===== src/sv/wps_pkg.sv =====
package wps_pkg;

    // Default sizes, handed to the top level as parameter defaults.
    localparam int DEF_MAX_WAYPOINTS = 64;
    localparam int DEF_CORDIC_STEPS  = 16;

    // Fixed sizes of the arithmetic.
    localparam int ITER_W     = 5;
    localparam int SQRT_STEPS = 32;

    // Item modes.
    localparam logic [1:0] MODE_LOAD    = 2'd0;
    localparam logic [1:0] MODE_BEGIN   = 2'd1;
    localparam logic [1:0] MODE_ADVANCE = 2'd2;

    // Input beat.
    typedef struct packed {
        logic [1:0]         mode;
        logic signed [31:0] point_x;
        logic signed [31:0] point_y;
        logic [31:0]        step_distance;
    } wps_in_t;

    // Result beat.
    typedef struct packed {
        logic signed [31:0] pos_x;
        logic signed [31:0] pos_y;
        logic [5:0]         segment_index;
        logic               route_done;
        logic               error;
    } wps_out_t;

    // Waypoint store read selection.
    typedef enum logic [2:0] {
        RD_NONE,
        RD_ZERO,
        RD_ONE,
        RD_TARGET,
        RD_NEXT
    } wps_rd_t;

    // Datapath operations, one per cycle.
    typedef enum logic [4:0] {
        OP_NONE,
        OP_LOAD_WP,
        OP_BEGIN_A,
        OP_DIR_INIT,
        OP_VEC_STEP,
        OP_ROT_INIT,
        OP_ROT_STEP,
        OP_DIR_FIN,
        OP_SEG_LATCH,
        OP_SQ_A,
        OP_SQ_B,
        OP_SQ_SUM,
        OP_SQRT_STEP,
        OP_CORNER_LAST,
        OP_CORNER_NEXT,
        OP_MUL_X,
        OP_ADD_X,
        OP_ADD_Y,
        OP_DONE_CHECK
    } wps_op_t;

    // Controller states.
    typedef enum logic [4:0] {
        ST_IDLE,
        ST_DECODE,
        ST_BEGIN0,
        ST_DIR_INIT,
        ST_VEC,
        ST_ROT_INIT,
        ST_ROT,
        ST_DIR_FIN,
        ST_SEG,
        ST_SQ_A,
        ST_SQ_B,
        ST_SQ_SUM,
        ST_SQRT,
        ST_CMP,
        ST_MUL_X,
        ST_ADD_X,
        ST_ADD_Y,
        ST_CHECK,
        ST_CHECK_CMP,
        ST_OUT
    } wps_state_t;

    // Commands from the controller to the datapath.
    typedef struct packed {
        logic    latch_in;
        logic    mem_wr;
        wps_rd_t rd;
        wps_op_t op;
        logic    set_err;
        logic    out_load;
    } wps_cmd_t;

    // Status from the datapath to the controller.
    typedef struct packed {
        logic [1:0] mode;
        logic       store_full;
        logic       few_points;
        logic       step_bad;
        logic       sum_ovf;
        logic       dist_gt_len;
        logic       last_seg;
        logic       dir_zero;
        logic       cordic_last;
        logic       sqrt_last;
        logic       check_needed;
    } wps_sts_t;

    // Arctangent of 2^-i as a binary angle, where 2^32 is a full turn.
    function automatic logic [31:0] atan_entry(input logic [ITER_W-1:0] i);
        logic [31:0] a;
        unique case (i)
            5'd0:    a = 32'd536870912;
            5'd1:    a = 32'd316933406;
            5'd2:    a = 32'd167458907;
            5'd3:    a = 32'd85004756;
            5'd4:    a = 32'd42667331;
            5'd5:    a = 32'd21354465;
            5'd6:    a = 32'd10679838;
            5'd7:    a = 32'd5340245;
            5'd8:    a = 32'd2670163;
            5'd9:    a = 32'd1335087;
            5'd10:   a = 32'd667544;
            5'd11:   a = 32'd333772;
            5'd12:   a = 32'd166886;
            5'd13:   a = 32'd83443;
            5'd14:   a = 32'd41722;
            5'd15:   a = 32'd20861;
            5'd16:   a = 32'd10430;
            5'd17:   a = 32'd5215;
            5'd18:   a = 32'd2608;
            5'd19:   a = 32'd1304;
            5'd20:   a = 32'd652;
            5'd21:   a = 32'd326;
            5'd22:   a = 32'd163;
            5'd23:   a = 32'd81;
            5'd24:   a = 32'd41;
            5'd25:   a = 32'd20;
            5'd26:   a = 32'd10;
            5'd27:   a = 32'd5;
            5'd28:   a = 32'd3;
            5'd29:   a = 32'd1;
            5'd30:   a = 32'd1;
            default: a = 32'd0;
        endcase
        return a;
    endfunction

endpackage


===== src/sv/wps_ctrl.sv =====
module wps_ctrl
    import wps_pkg::*;
(
    input  logic     clk,
    input  logic     rst_n,
    input  logic     item_valid,
    output logic     item_stall,
    output logic     result_valid,
    input  logic     result_stall,
    output wps_cmd_t cmd,
    input  wps_sts_t sts
);

    wps_state_t state_reg;
    wps_state_t state_next;
    logic       out_valid_reg;
    logic       out_valid_next;
    logic       out_free;
    wps_state_t dir_ret;

    // The result slot is free when empty or when its beat leaves now.
    assign out_free     = !out_valid_reg || !result_stall;
    assign item_stall   = (state_reg != ST_IDLE);
    assign result_valid = out_valid_reg;

    // After a direction is found, a begin item finishes and a step moves on.
    assign dir_ret = (sts.mode == MODE_BEGIN) ? ST_CHECK : ST_MUL_X;

    // Next state.
    always_comb
    begin
        state_next = state_reg;
        unique case (state_reg)
            ST_IDLE:
            begin
                if (item_valid)
                begin
                    state_next = ST_DECODE;
                end
            end
            ST_DECODE:
            begin
                priority if (sts.mode == MODE_BEGIN && !sts.few_points)
                begin
                    state_next = ST_BEGIN0;
                end
                else if (sts.mode == MODE_ADVANCE && !sts.step_bad)
                begin
                    state_next = ST_SEG;
                end
                else
                begin
                    state_next = ST_CHECK;
                end
            end
            ST_BEGIN0:    state_next = ST_DIR_INIT;
            ST_DIR_INIT:  state_next = sts.dir_zero ? dir_ret : ST_VEC;
            ST_VEC:       state_next = sts.cordic_last ? ST_ROT_INIT : ST_VEC;
            ST_ROT_INIT:  state_next = ST_ROT;
            ST_ROT:       state_next = sts.cordic_last ? ST_DIR_FIN : ST_ROT;
            ST_DIR_FIN:   state_next = dir_ret;
            ST_SEG:       state_next = ST_SQ_A;
            ST_SQ_A:      state_next = ST_SQ_B;
            ST_SQ_B:      state_next = ST_SQ_SUM;
            ST_SQ_SUM:    state_next = ST_SQRT;
            ST_SQRT:
            begin
                priority if (sts.sum_ovf)
                begin
                    state_next = ST_MUL_X;
                end
                else if (sts.sqrt_last)
                begin
                    state_next = ST_CMP;
                end
                else
                begin
                    state_next = ST_SQRT;
                end
            end
            ST_CMP:
            begin
                if (sts.dist_gt_len && !sts.last_seg)
                begin
                    state_next = ST_DIR_INIT;
                end
                else
                begin
                    state_next = ST_MUL_X;
                end
            end
            ST_MUL_X:     state_next = ST_ADD_X;
            ST_ADD_X:     state_next = ST_ADD_Y;
            ST_ADD_Y:     state_next = ST_CHECK;
            ST_CHECK:     state_next = sts.check_needed ? ST_CHECK_CMP : ST_OUT;
            ST_CHECK_CMP: state_next = ST_OUT;
            ST_OUT:       state_next = out_free ? ST_IDLE : ST_OUT;
            default:      state_next = ST_IDLE;
        endcase
    end

    // Commands for the datapath.
    always_comb
    begin
        cmd          = '0;
        cmd.rd       = RD_NONE;
        cmd.op       = OP_NONE;
        unique case (state_reg)
            ST_IDLE:
            begin
                cmd.latch_in = item_valid;
            end
            ST_DECODE:
            begin
                unique case (sts.mode)
                    MODE_LOAD:
                    begin
                        if (sts.store_full)
                        begin
                            cmd.set_err = 1'b1;
                        end
                        else
                        begin
                            cmd.mem_wr = 1'b1;
                            cmd.op     = OP_LOAD_WP;
                        end
                    end
                    MODE_BEGIN:
                    begin
                        if (sts.few_points)
                        begin
                            cmd.set_err = 1'b1;
                        end
                        else
                        begin
                            cmd.rd = RD_ZERO;
                        end
                    end
                    MODE_ADVANCE:
                    begin
                        if (sts.step_bad)
                        begin
                            cmd.set_err = 1'b1;
                        end
                        else
                        begin
                            cmd.rd = RD_TARGET;
                        end
                    end
                    default:
                    begin
                        cmd.set_err = 1'b1;
                    end
                endcase
            end
            ST_BEGIN0:
            begin
                cmd.op = OP_BEGIN_A;
                cmd.rd = RD_ONE;
            end
            ST_DIR_INIT:  cmd.op = OP_DIR_INIT;
            ST_VEC:       cmd.op = OP_VEC_STEP;
            ST_ROT_INIT:  cmd.op = OP_ROT_INIT;
            ST_ROT:       cmd.op = OP_ROT_STEP;
            ST_DIR_FIN:   cmd.op = OP_DIR_FIN;
            ST_SEG:       cmd.op = OP_SEG_LATCH;
            ST_SQ_A:      cmd.op = OP_SQ_A;
            ST_SQ_B:      cmd.op = OP_SQ_B;
            ST_SQ_SUM:    cmd.op = OP_SQ_SUM;
            ST_SQRT:
            begin
                if (!sts.sum_ovf)
                begin
                    cmd.op = OP_SQRT_STEP;
                end
            end
            ST_CMP:
            begin
                if (sts.dist_gt_len)
                begin
                    if (sts.last_seg)
                    begin
                        cmd.op = OP_CORNER_LAST;
                    end
                    else
                    begin
                        cmd.op = OP_CORNER_NEXT;
                        cmd.rd = RD_NEXT;
                    end
                end
            end
            ST_MUL_X:     cmd.op = OP_MUL_X;
            ST_ADD_X:     cmd.op = OP_ADD_X;
            ST_ADD_Y:     cmd.op = OP_ADD_Y;
            ST_CHECK:
            begin
                if (sts.check_needed)
                begin
                    cmd.rd = RD_TARGET;
                end
            end
            ST_CHECK_CMP: cmd.op = OP_DONE_CHECK;
            ST_OUT:       cmd.out_load = out_free;
            default:      cmd.op = OP_NONE;
        endcase
    end

    // Result slot occupancy.
    always_comb
    begin
        out_valid_next = out_valid_reg;
        if (out_valid_reg && !result_stall)
        begin
            out_valid_next = 1'b0;
        end
        if (cmd.out_load)
        begin
            out_valid_next = 1'b1;
        end
    end

    always_ff @(posedge clk or negedge rst_n)
    begin
        if (!rst_n)
        begin
            state_reg     <= ST_IDLE;
            out_valid_reg <= 1'b0;
        end
        else
        begin
            state_reg     <= state_next;
            out_valid_reg <= out_valid_next;
        end
    end

endmodule


===== config.mk =====
export PLATFORM = sky130hd
export DESIGN_NAME = wps_ctrl
export DESIGN_NICKNAME = d
export VERILOG_FILES = /design/src/sv/wps_pkg.sv /design/src/sv/wps_ctrl.sv
export SDC_FILE = /design/constraint.sdc
export NUM_CORES = 1
export LEC_CHECK = 0
export BUFFER_PORTS_ARGS = -buffer_cell sky130_fd_sc_hd__buf_4
export CORE_MARGIN = 4
export CORE_UTILIZATION = 50
export CTS_BUF_LIST = sky130_fd_sc_hd__clkbuf_8
export DETAILED_ROUTE_END_ITERATION = 10
export PLACE_DENSITY = 0.91
export REMOVE_ABC_BUFFERS = 1
export SYNTH_ARGS = -nofsm -noshare
export SYNTH_HDL_FRONTEND = slang
export SYNTH_SLANG_ARGS = --single-unit

===== constraint.sdc =====
create_clock -name clk -period 4.9 [get_ports clk]
set_input_delay 1.47 -clock clk [delete_from_list [all_inputs] [get_ports clk]]
set_output_delay 1.47 -clock clk [all_outputs]
set_load 0.1 [all_outputs]

==> insert_results.sql <==
INSERT INTO impl_metrics (metric_group, metric, value, unit) VALUES
('status', 'run_status', 'finished clean', ''),
('detailed_routing', 'routed-via-count', '986', ''),
('grt', 'grt_overflow_total', '0', ''),
('floorplanning', 'chipHeight', '48.9', 'µm'),
('clock_tree', 'cts-root-buf', 'sky130_fd_sc_hd__clkbuf_8', ''),
('sta', 'setup_violations', '0', ''),
('sta', 'tightest_slew', '0.686', 'ns'),
('worst_setup_path', 'crit_path_end_kind', 'primary output', ''),
('clock_tree', 'tritoncts_clock_tree', 'done', ''),
('sta', 'fin_ws', '0.541', 'ns'),
('synth', 'synth_xor_area_share', '1.05', '%'),
('finish', 'nNetsFinal', '156', ''),
('worst_setup_path', 'worst_setup_path_start_kind', 'input pin', ''),
('clock_tree', 'clk_sink_count', '6', ''),
('grt', 'grt_max_degree', '24', ''),
('synth', 'main_combinational_cell_family_by_area_after_synthesis', 'compound AO/OA/AOI/OAI gates', ''),
('detailed_routing', 'drt_first_pass_iters', '4', ''),
('sta', 'grt_setup_unrepaired', 'false', ''),
('place', 'gp_congestion', '0.896', ''),
('worst_hold_path', 'path_class_of_the_lowest_slack_min_delay_path', 'flip-flop to flip-flop', ''),
('sta', 'finalCritPeriodShare', '89.0', '%'),
('power_and_ir_drop', 'total_leakage_power', '0.000490', 'µW'),
('synth', 'synthesis.yosys.warnings', '0', ''),
('power_and_ir_drop', 'total_power_draw', '810', 'µW'),
('sta', 'timing.clock.skew', '0.00748', 'ns'),
('clock_tree', 'postCtsSetupBuffers', '0', ''),
('detailed_routing', 'avgRoutedWirePerCell', '16.4', 'µm'),
('worst_setup_path', 'cp_capture_point', 'cmd[7]', ''),
('floorplanning', 'design.die.area', '0.00239', 'mm²'),
('grt', 'grt_first_pass_wirelength', '3940', 'µm'),
('detailed_routing', 'detailedRoute.firstIterationViolations', '35', ''),
('synth', 'synth_edf_count', '0', ''),
('flow_run', 'max_cap_viol_count', '0', ''),
('worst_setup_path', 'path_common_cell', 'sky130_fd_sc_hd__buf_4', ''),
('grt', 'antenna_found_initial', '0', ''),
('synth', 'ys_ff_latch', '6', ''),
('sta', 'maxClockFrequency', '229', 'MHz'),
('finish', 'final-instance-count-excl-fill', '150', ''),
('sta', 'final-max-slew-violation-count', '0', ''),
('floorplanning', 'chipWidth', '48.9', 'µm'),
('synth', 'synth-adder-area-share', '5.98', '%'),
('finish', 'largest_register_ff_count', '5', ''),
('detailed_routing', 'post_detailed_route_via_to_cell_ratio', '6.57', ''),
('floorplanning', 'start_util', '54.3', '%'),
('worst_setup_path', 'cpPeakStageDelay', '0.32', 'ns'),
('clock_tree', 'cts_max_level', '1', ''),
('sta', 'hold-worst-slack', '0.548', 'ns'),
('synth', 'avgSynthCellArea', '7.61', 'µm²'),
('finish', 'top_library_cells_by_usage_in_the_layout_fill_and_taps_aside', 'sky130_fd_sc_hd__buf_4, sky130_fd_sc_hd__a21oi_1, sky130_fd_sc_hd__nor2_1, sky130_fd_sc_hd__nand2_1, sky130_fd_sc_hd__inv_1', ''),
('synth', 'synth_area_in_simple_gates', '30.8', '%'),
('place', 'place_inst', '147', ''),
('sta', 'slew-limit-headroom', '54.3', '%'),
('synth', 'synth_top_cells_by_area', 'sky130_fd_sc_hd__dfrtp_1, sky130_fd_sc_hd__a21oi_1, sky130_fd_sc_hd__ha_1, sky130_fd_sc_hd__nand2_1, sky130_fd_sc_hd__nor2_1', ''),
('place', 'dpl.hpwl', '1860', 'µm'),
('synth', 'ys_types', '43', ''),
('clock_tree', 'post_cts_resize_count', '0', ''),
('synth', 'synth-compound-area-share', '33.6', '%'),
('finish', 'area_growth_syn_to_layout', '28.4', '%'),
('power_and_ir_drop', 'power-per-cell-area', '753', 'mW/mm²'),
('synth', 'dominantRegCellSynth', 'sky130_fd_sc_hd__dfrtp_1', ''),
('grt', 'number_of_global_route_vias_before_repair', '890', ''),
('detailed_routing', 'drtAntennaViolNets', '0', ''),
('worst_setup_path', 'timing.critical_path.cells', 'buf_4 -> inv_1 -> ha_1 -> nor2b_1 -> o211ai_1 -> a21oi_1 -> buf_4', ''),
('floorplanning', 'fp-row-count', '14', ''),
('clock_tree', 'clock_pin_slew_reported_for_the_worst_setup_and_hold_paths_after_clock_tree_synthesis', '0.04', 'ns'),
('synth', 'synth_largest_area_cell', 'sky130_fd_sc_hd__dfrtp_1', ''),
('grt', 'grtUsageTotal', '20.4', '%'),
('finish', 'layout-drive-gt1-share', '29.9', '%'),
('synth', 'yosys-mux-area-fraction', '2.54', '%'),
('sta', 'timing.final.crit_period', '4.36', 'ns'),
('clock_tree', 'count_of_hold_buffers_inserted_by_post_cts_repair', '0', '');
metal layers:
metal  GRT usage (%)  wire length (µm)  up-vias
met5               0                 0        -
met1            23.0               975      450
li1                -                 -      464
met2            33.9              1190       57
met4            12.6                85        0
met3            5.20               215       15
worst max-delay path, delay by kind of cell:
kind	cells	cell delay, ns
adders and majority gates	1	0.31
AOI/OAI and AO/OA	2	0.29
buffers and inverters	3	0.49
and+or+nand+nor	1	0.32
Yosys cell counts, types with 2 or more instances:
cell type / number
sky130_fd_sc_hd__a211oi_1: 3
sky130_fd_sc_hd__or2_2: 2
sky130_fd_sc_hd__buf_2: 6
sky130_fd_sc_hd__o211ai_1: 2
sky130_fd_sc_hd__a22o_1: 2
sky130_fd_sc_hd__o22ai_1: 2
sky130_fd_sc_hd__o21ai_0: 4
sky130_fd_sc_hd__nor2b_1: 4
sky130_fd_sc_hd__a31oi_1: 3
sky130_fd_sc_hd__o221ai_1: 3
sky130_fd_sc_hd__nand2b_1: 4
sky130_fd_sc_hd__inv_1: 7
sky130_fd_sc_hd__nand2_1: 9
sky130_fd_sc_hd__nand3_1: 4
sky130_fd_sc_hd__nor2_1: 9
sky130_fd_sc_hd__a22oi_1: 2
sky130_fd_sc_hd__ha_1: 4
sky130_fd_sc_hd__a21oi_1: 10
sky130_fd_sc_hd__dfrtp_1: 6
cell type report:
type                       count  area, µm²
clock buffer                   3       41.3
multi-input combinational     89        619
fill                         119        467
tap                           16       20.0
timing repair buffer          29        218
inverter                       7       26.3
sequential                     6        150
report_power, final:
| group | internal [µW] | leakage, µW | switching (µW) |
|---|---|---|---|
| Sequential | 68.1 | 0.0000778 | 84.2 |
| Combinational | 167 | 0.000391 | 413 |
| Clock | 53.0 | 0.0000216 | 24.3 |
| Total | 289 | 0.000490 | 521 |
worst min-delay path by stage:
stage,to,start,cells past startpoint,slack [ns]
floorplan,state_reg[4],state_reg[1],1,0.70
global placement,result_valid,result_valid,2,0.53
detailed placement,result_valid,result_valid,2,0.55
CTS,result_valid,result_valid,2,0.55
global route,result_valid,result_valid,2,0.57
finish,result_valid,result_valid,2,0.55
cell families after synthesis:
| family | after synthesis |
|---|---|
| flip-flops | 6 |
| adder cells (fa/ha/maj) | 4 |
| AND/OR/NAND/NOR | 42 |
| multiplexers | 2 |
| buffers and inverters | 15 |
| XOR/XNOR | 1 |
| AO/OA/AOI/OAI | 40 |
stage by stage:
stage          utilization, %  instance area [µm²]  TNS [ns]
3_5_place_dp             67.0                 1030         0
3_3_place_gp             67.0                 1030         0
5_1_grt                  69.7                 1070         0
2_1_floorplan               -                  796     -1.63
6_report                 69.7                 1070         0
4_1_cts                  69.7                 1070         0
Power figures use the tool's default switching activity.
